**src/rtl/spq_pkg.sv**
```systemverilog
`default_nettype none

package spq_pkg;

   // Default sizes
   localparam int DEFAULT_QUEUE_DEPTH   = 16;
   localparam int DEFAULT_PRIORITY_BITS = 16;

   // Fixed field widths on the ports
   localparam int PRIO_FIELD_BITS = 16;
   localparam int OCC_FIELD_BITS  = 5;
   localparam int STATUS_BITS     = 2;
   localparam int RSP_DATA_BITS   = 24;

   // Operation codes carried on req_tuser
   localparam logic FUNC_PUSH = 1'b0;
   localparam logic FUNC_POP  = 1'b1;

   // Status codes carried on rsp_tuser
   localparam logic [STATUS_BITS-1:0] ST_DONE  = 2'd0;
   localparam logic [STATUS_BITS-1:0] ST_EMPTY = 2'd1;
   localparam logic [STATUS_BITS-1:0] ST_FULL  = 2'd2;

   // Per-cycle command broadcast to every cell
   typedef struct packed {
      logic push;
      logic pop;
   } spq_cmd_type;

endpackage

`default_nettype wire

```
**src/rtl/spq_cell.sv**
```systemverilog
`default_nettype none

module spq_cell #(
   parameter int PRIORITY_BITS = spq_pkg::DEFAULT_PRIORITY_BITS
) (
   input  wire logic                     clock,
   input  wire spq_pkg::spq_cmd_type     cmd,
   input  wire logic [PRIORITY_BITS-1:0] new_value,
   input  wire logic                     in_range,
   input  wire logic [PRIORITY_BITS-1:0] left_value,
   input  wire logic                     left_place,
   input  wire logic [PRIORITY_BITS-1:0] right_value,
   output logic [PRIORITY_BITS-1:0]      value,
   output logic                          place
);

   logic [PRIORITY_BITS-1:0] value_ff;
   logic [PRIORITY_BITS-1:0] value_in;

   // New value belongs here or further in front: empty slot or lower/equal entry
   assign place = !in_range || (value_ff <= new_value);
   assign value = value_ff;

   // Keep, take the new value, shift back on push, or shift forward on pop
   always_comb begin
      value_in = value_ff;
      if (cmd.push) begin
         if (place && !left_place) begin
            value_in = new_value;
         end else if (place) begin
            value_in = left_value;
         end
      end else if (cmd.pop) begin
         value_in = right_value;
      end
   end

   always_ff @(posedge clock) begin
      value_ff <= value_in;
   end

endmodule

`default_nettype wire

```
**src/rtl/sorted_priority_queue.sv**
```systemverilog
// Sorted priority queue, highest priority leaves first.
// Input channel req_*: one beat is one operation. req_tuser selects push (0)
// or pop (1); req_tdata carries the priority to insert on a push.
// Result channel rsp_*: exactly one beat for every accepted request.
// rsp_tuser is the status (done, pop on empty, push dropped because full),
// rsp_tdata holds the popped priority (zero otherwise) and the occupancy
// after the operation.
// Entries sit in a row of cells, one entry per cell. All cells compare
// against the new value at once and insert/shift together; one operation
// is taken every cycle unless a result stalls, and its result appears in
// the next cycle. Equal priorities: the newest is popped first.
// Reset empties the queue (the count is cleared; cell contents are left).
// When the receiver stalls, the result stays in the output register and
// req_tready drops until that beat is taken; taking it lets a new request
// in on the same edge.
`default_nettype none

module sorted_priority_queue #(
   parameter int QUEUE_DEPTH   = spq_pkg::DEFAULT_QUEUE_DEPTH,
   parameter int PRIORITY_BITS = spq_pkg::DEFAULT_PRIORITY_BITS
) (
   input  wire logic                                      clock,
   input  wire logic                                      reset,
   input  wire logic                                      req_tvalid,
   output logic                                           req_tready,
   // [15:0] priority_in
   input  wire logic [spq_pkg::PRIO_FIELD_BITS-1:0]       req_tdata,
   // [0] func
   input  wire logic                                      req_tuser,
   output logic                                           rsp_tvalid,
   input  wire logic                                      rsp_tready,
   // [15:0] priority_out, [20:16] occupancy, [23:21] zero
   output logic [spq_pkg::RSP_DATA_BITS-1:0]              rsp_tdata,
   // [1:0] status
   output logic [spq_pkg::STATUS_BITS-1:0]                rsp_tuser
);

   localparam int COUNT_BITS = $clog2(QUEUE_DEPTH + 1);

   logic [COUNT_BITS-1:0]    count_ff;
   logic [COUNT_BITS-1:0]    count_in;
   logic                     rsp_valid_ff;
   logic                     rsp_valid_in;
   logic [spq_pkg::STATUS_BITS-1:0]     rsp_status_ff;
   logic [spq_pkg::STATUS_BITS-1:0]     rsp_status_in;
   logic [spq_pkg::PRIO_FIELD_BITS-1:0] rsp_prio_ff;
   logic [spq_pkg::PRIO_FIELD_BITS-1:0] rsp_prio_in;
   logic [spq_pkg::OCC_FIELD_BITS-1:0]  rsp_occ_ff;
   logic [spq_pkg::OCC_FIELD_BITS-1:0]  rsp_occ_in;

   logic                     accept;
   logic                     is_empty;
   logic                     is_full;
   logic [31:0]              prio_wide;
   logic [31:0]              top_wide;
   logic [PRIORITY_BITS-1:0] new_value;
   spq_pkg::spq_cmd_type     cmd;

   logic [PRIORITY_BITS-1:0] cell_value [QUEUE_DEPTH];
   logic                     cell_place [QUEUE_DEPTH];

   // Handshake: the output register frees up when taken
   assign req_tready = !rsp_valid_ff || rsp_tready;
   assign accept     = req_tvalid && req_tready;

   assign is_empty = (count_ff == '0);
   assign is_full  = (count_ff == COUNT_BITS'(QUEUE_DEPTH));

   // Reduce the incoming priority to the stored width
   assign prio_wide = 32'(req_tdata);
   assign new_value = prio_wide[PRIORITY_BITS-1:0];
   assign top_wide  = 32'(cell_value[0]);

   assign cmd.push = accept && (req_tuser == spq_pkg::FUNC_PUSH) && !is_full;
   assign cmd.pop  = accept && (req_tuser == spq_pkg::FUNC_POP) && !is_empty;

   // Row of cells, front of the queue at index 0
   for (genvar i = 0; i < QUEUE_DEPTH; i++) begin : g_cell
      logic in_range;
      assign in_range = (COUNT_BITS'(i) < count_ff);

      spq_cell #(
         .PRIORITY_BITS (PRIORITY_BITS)
      ) u_cell (
         .clock       (clock),
         .cmd         (cmd),
         .new_value   (new_value),
         .in_range    (in_range),
         .left_value  ((i == 0) ? cell_value[0] : cell_value[(i == 0) ? 0 : i - 1]),
         .left_place  ((i == 0) ? 1'b0 : cell_place[(i == 0) ? 0 : i - 1]),
         .right_value (cell_value[(i == QUEUE_DEPTH - 1) ? i : i + 1]),
         .value       (cell_value[i]),
         .place       (cell_place[i])
      );
   end

   // Count update and result formation
   always_comb begin
      count_in      = count_ff;
      rsp_valid_in  = rsp_valid_ff && !rsp_tready;
      rsp_status_in = rsp_status_ff;
      rsp_prio_in   = rsp_prio_ff;
      rsp_occ_in    = rsp_occ_ff;
      if (cmd.push) begin
         count_in = count_ff + 1'b1;
      end else if (cmd.pop) begin
         count_in = count_ff - 1'b1;
      end
      if (accept) begin
         rsp_valid_in = 1'b1;
         rsp_prio_in  = '0;
         rsp_occ_in   = spq_pkg::OCC_FIELD_BITS'(count_in);
         if (req_tuser == spq_pkg::FUNC_POP) begin
            if (is_empty) begin
               rsp_status_in = spq_pkg::ST_EMPTY;
            end else begin
               rsp_status_in = spq_pkg::ST_DONE;
               rsp_prio_in   = top_wide[spq_pkg::PRIO_FIELD_BITS-1:0];
            end
         end else if (is_full) begin
            rsp_status_in = spq_pkg::ST_FULL;
         end else begin
            rsp_status_in = spq_pkg::ST_DONE;
         end
      end
   end

   always_ff @(posedge clock) begin
      if (reset) begin
         count_ff     <= '0;
         rsp_valid_ff <= 1'b0;
      end else begin
         count_ff     <= count_in;
         rsp_valid_ff <= rsp_valid_in;
      end
      rsp_status_ff <= rsp_status_in;
      rsp_prio_ff   <= rsp_prio_in;
      rsp_occ_ff    <= rsp_occ_in;
   end

   assign rsp_tvalid = rsp_valid_ff;
   assign rsp_tuser  = rsp_status_ff;
   assign rsp_tdata  = {3'b000, rsp_occ_ff, rsp_prio_ff};

endmodule

`default_nettype wire

```
**config.mk**
```make
export PLATFORM = sky130hd
export DESIGN_NAME = sorted_priority_queue
export DESIGN_NICKNAME = d
export VERILOG_FILES = /design/src/rtl/spq_pkg.sv /design/src/rtl/spq_cell.sv /design/src/rtl/sorted_priority_queue.sv
export SDC_FILE = /design/constraint.sdc
export NUM_CORES = 1
export LEC_CHECK = 0
export BUFFER_PORTS_ARGS = -buffer_cell sky130_fd_sc_hd__clkbuf_2
export CORE_MARGIN = 1
export CORE_UTILIZATION = 35
export CTS_CLUSTER_DIAMETER = 200
export DETAILED_ROUTE_END_ITERATION = 12
export GPL_TIMING_DRIVEN = 0
export PLACE_DENSITY = 0.58
export SKIP_CTS_REPAIR_TIMING = 1
export SLEW_MARGIN = 0
export SYNTH_ARGS = -nofsm -noshare
export SYNTH_HDL_FRONTEND = slang
export SYNTH_SLANG_ARGS = --single-unit
```
**constraint.sdc**
```tcl
create_clock -name clock -period 6.67 [get_ports clock]
set_clock_uncertainty 0.1 [all_clocks]
set_input_delay 0.3335 -clock clock [delete_from_list [all_inputs] [get_ports clock]]
set_output_delay 0.3335 -clock clock [all_outputs]
set_load 0.01 [all_outputs]
```
After elaboration in Yosys (flattened, before gate mapping)
Index checks and enable logic that the tools add are counted.
{ "word_totals": {"in_bits": 21, "output_inout_bits": 28, "reg_bits": 285, "elab_cells": 232} }
{ "op_classes": {"n_bitwise": 1, "n_reduce_logical": 93, "n_mux": 67, "n_eq_ne": 16, "n_lt_le_gt_ge": 32, "add_sub_neg": 2} }
{ "ops": {"columns": ["operator", "n"], "rows": [
  ["16-bit two-way mux", 61],
  ["16-bit <= comparator", 16],
  ["3-bit by 1-bit != test with 1-bit output (second input constant)", 14],
  ["4-bit by 5-bit less-than comparator with 1-bit output (first input constant)", 8],
  ["1-bit zero test", 35],
  ["2-bit AND reduction", 16],
  ["1-bit logical AND", 21],
  ["3-bit by 5-bit less-than comparator with 1-bit output (first input constant)", 4],
  ["1-bit logical OR", 17],
  ["1-bit by 5-bit less-than comparator with 1-bit output (first input constant)", 2],
  ["2-bit by 5-bit less-than comparator with 1-bit output (first input constant)", 2],
  ["5-bit two-way mux", 2],
  ["5-bit by 1-bit adder with 5-bit output (second input constant)", 1],
  ["5-bit equality test (second input constant)", 1],
  ["5-bit zero test", 1],
  ["5-bit by 1-bit subtractor with 5-bit output (second input constant)", 1],
  ["2-bit two-way mux", 2],
  ["2-bit nonzero test", 2],
  ["1-bit two-way mux", 2],
  ["2-bit by 1-bit != test with 1-bit output (second input constant)", 1],
  ["2-bit OR reduction", 1],
  ["1-bit NOT", 1]
]} }

Depth between registers and ports, before layout
Gate-level depths: netlist of run 1.
{ "logic_depth": {"depth_word": 7, "mapped_depth": 11, "mapped_depth_nobuf": 9} }

Modules after synthesis
A second synthesis of run 1 with hierarchy kept.
{ "hier_totals": {"cells_unflattened": 2230, "hier_area_um2": 21590.7} }
{ "modules_own_cells": {"columns": ["mod", "n_inst", "seq_area_each_um2", "area_per_inst_um2", "cells_each"], "rows": [
  ["spq_cell", 16, 480.5, 1256.2, 131],
  ["sorted_priority_queue", 1, 810.8, 1491.4, 134]
]} }

Worst setup path before layout of run 1
Ideal clock, no wire load.
{ "synth_timing": {"kind": "input port to flip-flop", "startpoint": "in req_tdata[6] (netlist bit)", "endpoint": "reg g_cell[10].u_cell.value_ff[0] (enable)", "required_ns": 6.159, "cell_stages": 7, "path_slack_ns": 3.187, "t_arrival_ns": 2.972, "setup_ns": 0.411, "path_buffers": 0, "cell_sequence": "inv_1 ha_1 a41oi_1 o21ai_0 a221o_1 o31a_1 o21ai_0"} }
{ "synth_via": {"elab_chain_cells": 6, "elab_cells_between_ends": 8, "cone_classes": "order compare: 2; eq/ne: 1; reduce/logical: 5"} }
{ "synth_rtl": {"columns": ["element", "line", "text"], "rows": [
  ["from (decl)", "sorted_priority_queue.sv:27", "input wire logic [spq_pkg::PRIO_FIELD_BITS-1:0] req_tdata,"],
  ["16-bit <= comparator", "spq_cell.sv:21", "assign place = !in_range || (value_ff <= new_value);"],
  ["1-bit logical OR", "spq_cell.sv:21", null],
  ["1-bit zero test", "spq_cell.sv:28", "if (place && !left_place) begin"],
  ["1-bit logical AND", "spq_cell.sv:28", null],
  ["3-bit by 1-bit != test with 1-bit output (no source line) *", null, null],
  ["2-bit AND reduction (no source line) *", null, null],
  ["to (signal assigned)", "spq_cell.sv:39", "value_ff <= value_in;"],
  ["to (decl)", "spq_cell.sv:17", "logic [PRIORITY_BITS-1:0] value_ff;"]
]} }
Mark *: on every way between the ends. The rest lies on a longest branch, timed or not.
A chain may end at the register's enable or synchronous reset.

Final worst setup path of run 1
{ "layout_timing": {"startpoint": "reg count_ff[1]", "endpoint": "reg g_cell[4].u_cell.value_ff[10] (enable)"} }
{ "layout_via": {"elab_chain_cells": 7, "elab_cells_between_ends": 17, "cone_classes": "order compare: 2; eq/ne: 2; reduce/logical: 13"} }
{ "layout_rtl": {"columns": ["element", "line", "text"], "rows": [
  ["from (decl)", "sorted_priority_queue.sv:40", "logic [COUNT_BITS-1:0] count_ff;"],
  ["from (signal assigned)", "sorted_priority_queue.sv:133", "count_ff <= count_in;"],
  ["2-bit by 5-bit less-than comparator with 1-bit output", "sorted_priority_queue.sv:80", "assign in_range = (COUNT_BITS'(i) < count_ff);"],
  ["1-bit zero test", "spq_cell.sv:21", null],
  ["1-bit logical OR", "spq_cell.sv:21", null],
  ["1-bit zero test", "spq_cell.sv:28", null],
  ["1-bit logical AND", "spq_cell.sv:28", null],
  ["3-bit by 1-bit != test with 1-bit output (no source line)", null, null],
  ["2-bit AND reduction (no source line) *", null, null],
  ["to (signal assigned)", "spq_cell.sv:39", null],
  ["to (decl)", "spq_cell.sv:17", null]
]} }
Marks and branches as above.

==> results.md, run 1 <==
- Clk sink count: 285
- Clock-pin transition on the worst setup and hold timing paths: 0.07 ns
- Post-layout net count: 2,283
- Crit path launch type: flip-flop
- Die Area: 57,520 um2
- GRT Overall Usage: 25.16%
- Post-synth EDFFs: 279
- Worst-skew pair later-pin latency: 0.57 ns
- Status: finished with violations
- Post-DP HPWL: 52,850 um
- Synth Cell Area: 19,800 um2
- Crit path kind: flip-flop to flip-flop
- Top FF cell, synth: edfxtp_1
- Register area share after synthesis: 42.93%
- Synth Area in Compound Gates: 13.78%
- Xor/xnor share of the synthesized area: 0.1327%
- Lkg Pwr: 9.377 nW
- Initial Util: 35.65%
- Antenna Nets Post-Route: 0
- HP Class: input port to flip-flop
- Failing checks: negative hold slack
- Final setup vio count: 0
- Slew @ Worst Pin: 1.408 ns
- Worst Path Max Fanout: 16
- FFs w/ async S/R, synth: 0%
- Fmax achieved: 0.2082 GHz
- Arrival @ worst endpoint: 4.90 ns
- Final Hold Slack: -0.001196 ns
- CP endpoint kind: flip-flop
- Worst Slack Setup Final: 1.867 ns
- Largest family of logic cells by synthesized area: adder cells
- Post-detailed-routing wire length: 72,870 um
- Total CTS buffers: 35
- Vias in the first global route: 16,180
- Die Y: 239.8 um
- R2r setup slk: 1.87 ns
- Largest stage delay, worst path: 0.84 ns
- Total power: 5.818 mW
- Relative slew slack: 5.998%
- CP top delay family: buffers and inverters
- Routability cong.: 0.9344
- Max-slew violation count: 0
- Bufs and invs on worst path: 4
- Avg Inst Size Synth: 10.34 um2
- Detailed-route via count: 16,510
- Post-route minimum period: 4.803 ns
- RSZ-0062 raised after global routing: no
- DR WL/cell: 26.22 um
- VDD IR max: 0.0001691 V
- R2R Path Start: count_ff[1]
- Worst r2r dst: g_cell[4].u_cell.value[10]
- Core area: 55,520 um2
- Die width: 239.8 um
- Register bit total from synthesis: 285
- Largest net degree at the start of global routing: 26
- Placed cell area: 20,980 um2
- Final Cell Area: 22,200 um2
- Drt drc: 0
- R2R depth: 10
- Largest cells by area after synthesis: edfxtp_1 42%, ha_1 16%, mux2i_1 11%
- Mapped Cells: 1,914
- Simple-gate share of the synthesized area: 11.58%
- Pwr per Cell Area: 262.0 nW/um2
- Rows: 86
- Hold depth: 2
- Crit share post-route: 72.00%
- Total grt overflow: 0
- CTS tree: done
- Largest area contributor in the netlist: edfxtp_1
- # IOs: 49
- Slowest library cell on the worst path: nor3_1
- CP required: 6.77 ns
- DR pass1 iterations: 6
- Vias/cell: 5.940
- Synth cell types: 64
- I/O Buffers: 45
- Final TNS setup: 0 ns
- H-tree levels: 2
- Synth Area in Adders: 16.37%
- Clk buf depth: 3
- Hold Startpoint: req_tuser
- Share of cells above drive strength 1: 7.836%
- Synth warnings: 0
- CP Cell Sequence: clkbuf_1 > inv_1 > ha_1 > nand2b_1 > nor3b_1 > nor3_1 > clkbuf_1 > clkbuf_1 > o21ai_0 > nand2_1
- Initial DRC Count: 1,803
- Root Driver: clkbuf_16
- Multiplexer share of the synthesized area: 11.63%
- Final hold viol count: 1
- MaxCap Viol Count: 0
- Top cell type's share of synthesized area: 42.32%
- Global-route wire length before repair: 105,300 um
- Most frequent CP cell: clkbuf_1
- Hold Path Sink: rsp_tuser[1]
- Initial antenna violation count: 0
- Area growth from synthesis to layout: 12.15%
- Pre-CTS setup slack: 1.836 ns
cells in the final DEF (no fill, tap or decap), types with 4 or more instances in the layout:
master and instances:
and4_1 13, o221ai_1 16, a221oi_1 12, o21ai_0 47, buf_1 7, mux2i_1 212, nand4_1 39, nand2b_1 6
nor2_1 229, clkbuf_2 45, inv_1 52, o21a_1 14, clkinv_1 6, bufinv_16 6, a21oi_1 323, o22ai_1 4
clkinv_2 5, and2_1 16, nand2_1 119, a211oi_1 4, dfxtp_1 6, o221a_2 4, o211ai_1 10, clkbuf_16 35
mux2_2 16, buf_6 7, ha_1 259, nor4_1 7, nand3_1 42, nor2b_1 11, buf_4 13, buf_2 8
edfxtp_1 279, a21o_1 13, clkbuf_1 75
report_power, final:
part           internal, mW  total, mW  switching [mW]
combinational         0.467       1.32           0.855
sequential             2.25       2.44           0.192
clock                  1.20       2.05           0.847
total                  3.92       5.82            1.89
final cells by class:
class,instances,area (um2)
fill,5497,33320
multi-input combinational,1474,10610
sequential,285,8498
tap,748,935.9
clock buffer,39,890.9
buffer,105,509.2
clock inverter,24,289.0
timing repair buffer,50,270.3
inverter,52,195.2
antenna,2,5.005
state kept, by name (all words and copies together) (netlist names):
register and flops:
rsp_tvalid 1, rsp_prio_ff 16, count_ff 5, rsp_occ_ff 5, g_cell.u_cell.value 256, rsp_tuser 2
synthesized netlist by cell type, types with 14 or more instances:
cell / n
inv_1: 52
nor2_1: 230
a21oi_1: 323
nand3_1: 42
nand2_1: 119
mux2_2: 16
clkbuf_1: 71
o21a_1: 14
edfxtp_1: 279
o221ai_1: 16
ha_1: 259
o21ai_0: 50
and2_1: 16
nand4_1: 39
mux2i_1: 212
per-layer routing:
layer	track usage [%]	vias up	routed length, um
met5	0	-	0
met4	12.08	0	3235
met3	4.552	159	6231
met2	39.77	790	32890
met1	33.10	8137	30510
li1	-	7420	-
how the worst max path moves through the flow:
stage	start	end	slack, ns	depth (start not counted)
floorplan	req_tdata[6]	g_cell[10].u_cell.value[0]	3.19	7
global placement	req_tdata[10]	g_cell[7].u_cell.value[10]	1.17	8
detailed placement	req_tdata[10]	g_cell[8].u_cell.value[10]	1.84	11
CTS	count_ff[1]	g_cell[4].u_cell.value[10]	2.01	10
global route	count_ff[1]	g_cell[4].u_cell.value[10]	1.69	10
finish	count_ff[1]	g_cell[4].u_cell.value[10]	1.87	10
cells by family after synthesis:
logic type	after synthesis
XOR/XNOR	3
adder cells (fa/ha/maj)	259
flip-flops	285
multiplexers	228
AO/OA/AOI/OAI	477
AND/OR/NAND/NOR	504
other	1
buffers and inverters	157
through the flow:
stage	hold slack, ns	util, %	std cells
5_1_grt	0.01209	39.98	2777
4_1_cts	-0.1239	39.92	2774
3_5_place_dp	0.4386	37.79	2711
2_1_floorplan	0.3026	-	1916
6_report	-0.001196	39.99	2779
3_3_place_gp	0.4057	37.76	2709
Power figures use the tool's default switching activity.
==> inputs of run 2 (changes only) <==
--- a/config.mk
+++ b/config.mk
@@ -11,7 +11,7 @@
 export CTS_CLUSTER_DIAMETER = 200
 export DETAILED_ROUTE_END_ITERATION = 12
 export GPL_TIMING_DRIVEN = 0
-export PLACE_DENSITY = 0.58
+export PLACE_DENSITY = 0.59
 export SKIP_CTS_REPAIR_TIMING = 1
 export SLEW_MARGIN = 0
 export SYNTH_ARGS = -nofsm -noshare
==> constraint.sdc (replaced) <==
create_clock -name clock -period 4.1 [get_ports clock]
set_clock_uncertainty 0.1 [all_clocks]
set_input_delay 0.205 -clock clock [delete_from_list [all_inputs] [get_ports clock]]
set_output_delay 0.205 -clock clock [all_outputs]
set_load 0.01 [all_outputs]
==> run 2 against run 1 <==
Effect of this change:
- critical path depth is 2 higher
- total power is 61% higher
- final area up 1.4%
- cell count is 0.94% higher
- die area is the same
- the flow now finishes without violations
- setup slack worse by 1.7 ns
- critical endpoint is now g_cell[11].u_cell.value[14]
- combinational power is 65% higher
- first-iteration DRC count decreased by 9.2%
==> results.md, run 2 (synthesis results as in run 1) <==
- Status: completed
- Final hold viol count: 0
- Post-detailed-routing wire length: 72,410 um
- Metal1 wirelength: 29,410 um
- Max-slew violation count: 0
- Arrival @ worst endpoint: 4.17 ns
- Lkg Pwr: 9.497 nW
- Final TNS setup: 0 ns
- Die Area: 57,520 um2
- Final setup vio count: 0
- Global-route wire length before repair: 104,600 um
- Post-layout net count: 2,311
- Fill cells: 5,506
- Worst Slack Setup Final: 0.1202 ns
- Highest Signal Layer: met5
- Total power: 9.392 mW
- Crit path kind: input port to flip-flop
- I/O Buffers: 45
- Largest net degree at the start of global routing: 26
- Vias/cell: 5.875
- VDD IR max: 0.0002236 V
- RSZ-0062 raised after global routing: yes
- Vias in the first global route: 16,280
- Most frequent CP cell: inv_1
- Fmax achieved: 0.2513 GHz
- # IOs: 49
- Clock-pin transition on the worst setup and hold timing paths: 0.07 ns
- Slowest library cell on the worst path: nor4_1
- CTS tree: done
- Pwr per Cell Area: 417.2 nW/um2
- Met3 Routed Length: 6257 um
- Rows: 86
- Antenna Nets Post-Route: 0
- Area growth from synthesis to layout: 13.72%
- Post-route minimum period: 3.980 ns
- Drt drc: 0
- Antenna cells: 0
- Detailed-route via count: 16,480
- HP Class: input port to flip-flop
- Relative slew slack: 1.038%
- Crit path launch type: input port
- Number of flip-flops in the largest register: 256
- Routability cong.: 0.8991
- Worst-skew pair later-pin latency: 0.57 ns
- Clk sink count: 285
- Most frequent cells in the layout: 323 x a21oi_1, 279 x edfxtp_1, 259 x ha_1
- Met2 WL: 32,770 um
- GRT Overall Usage: 25.00%
- Total CTS buffers: 35
- DR WL/cell: 25.81 um
- Share of cells above drive strength 1: 9.674%
- CP required: 4.29 ns
- CP Cell Sequence: clkbuf_2 > inv_1 > ha_1 > nand2_1 > nor4_1 > inv_1 > o221a_2 > o21ai_0 > buf_2 > buf_4 > mux2i_1 > a21oi_1
- CP endpoint kind: flip-flop
- Post-DP HPWL: 52,150 um
- Slew @ Worst Pin: 1.484 ns
- Pre-CTS setup slack: -0.7560 ns
- Seq. cell area: 8498 um2
- Clk buf depth: 3
- MaxCap Viol Count: 0
- Final Hold Slack: 0.2347 ns
- Initial DRC Count: 1,637
- Core area: 55,520 um2
- Root Driver: clkbuf_16
- Worst Path Max Fanout: 17
- Total grt overflow: 0
- Area occupied by multi-input gates: 10,630 um2
- Largest stage delay, worst path: 0.69 ns
- Die Y: 239.8 um
- Initial Util: 35.65%
- Initial antenna violation count: 2
- Leading cell type in the layout, fill and taps excluded: a21oi_1
- DR pass1 iterations: 5
- Die width: 239.8 um
- Crit share post-route: 97.07%
- H-tree levels: 2
==> run 2: cell types whose count changed in the layout (fill, tap and decap cells not counted), sizes merged <==
cell,delta
buf,+27
bufinv,-2
clkbuf,+4
clkinv,+3
clkinvlp,+6
diode,-2
dlygate4sd3,+1
inv,-11
==> run 2: path summary, 6_finish.rpt <==
path | from | endpoint | slack [ns] | depth (start not counted)
setup reg to reg | count_ff[1] | g_cell[5].u_cell.value[9] | 0.12 | 9
hold reg to reg | g_cell[7].u_cell.value[0] | g_cell[8].u_cell.value[0] | 0.49 | 2
hold / removal | req_tdata[15] | g_cell[14].u_cell.value[15] | 0.23 | 3
setup / recovery | req_tdata[6] | g_cell[11].u_cell.value[14] | 0.12 | 12
==> run 2: critical path, delay by kind of cell <==
family                     cells  cell delay, ns
AOI/OAI and AO/OA              3            0.61
adders and majority gates      1            0.53
buffers and inverters          5            1.77
muxes                          1            0.27
and+or+nand+nor                2            0.75
==> run 2: final cells by class <==
type	instances	area share, %
multi-input combinational	1474	47.20
clock inverter	20	0.8726
tap	748	4.157
buffer	105	2.273
timing repair buffer	78	2.551
sequential	285	37.75
clock buffer	43	4.213
inverter	52	0.9837
==> run 2: stage by stage <==
| step | instances | util, % | cell area, um2 |
|---|---|---|---|
| after floorplan | 1916 | - | 19800 |
| after global placement | 2709 | 37.76 | 20970 |
| after detailed placement | 2712 | 37.81 | 20990 |
| after CTS | 2775 | 39.87 | 22140 |
| after global routing | 2805 | 40.55 | 22510 |
| final | 2805 | 40.55 | 22510 |
==> run 2: power by group <==
group,total (mW),switching (mW),internal [mW],leakage (nW)
clock,3.23,1.34,1.90,0.560
sequential,3.98,0.314,3.66,2.67
combinational,2.18,1.39,0.793,6.27
total,9.39,3.04,6.35,9.50
==> run 2: layer usage <==
metal,up-vias,global-route usage (%)
li1,7463,-
met1,8110,31.53
met2,726,39.80
met3,179,5.440
met4,2,13.45
met5,-,0
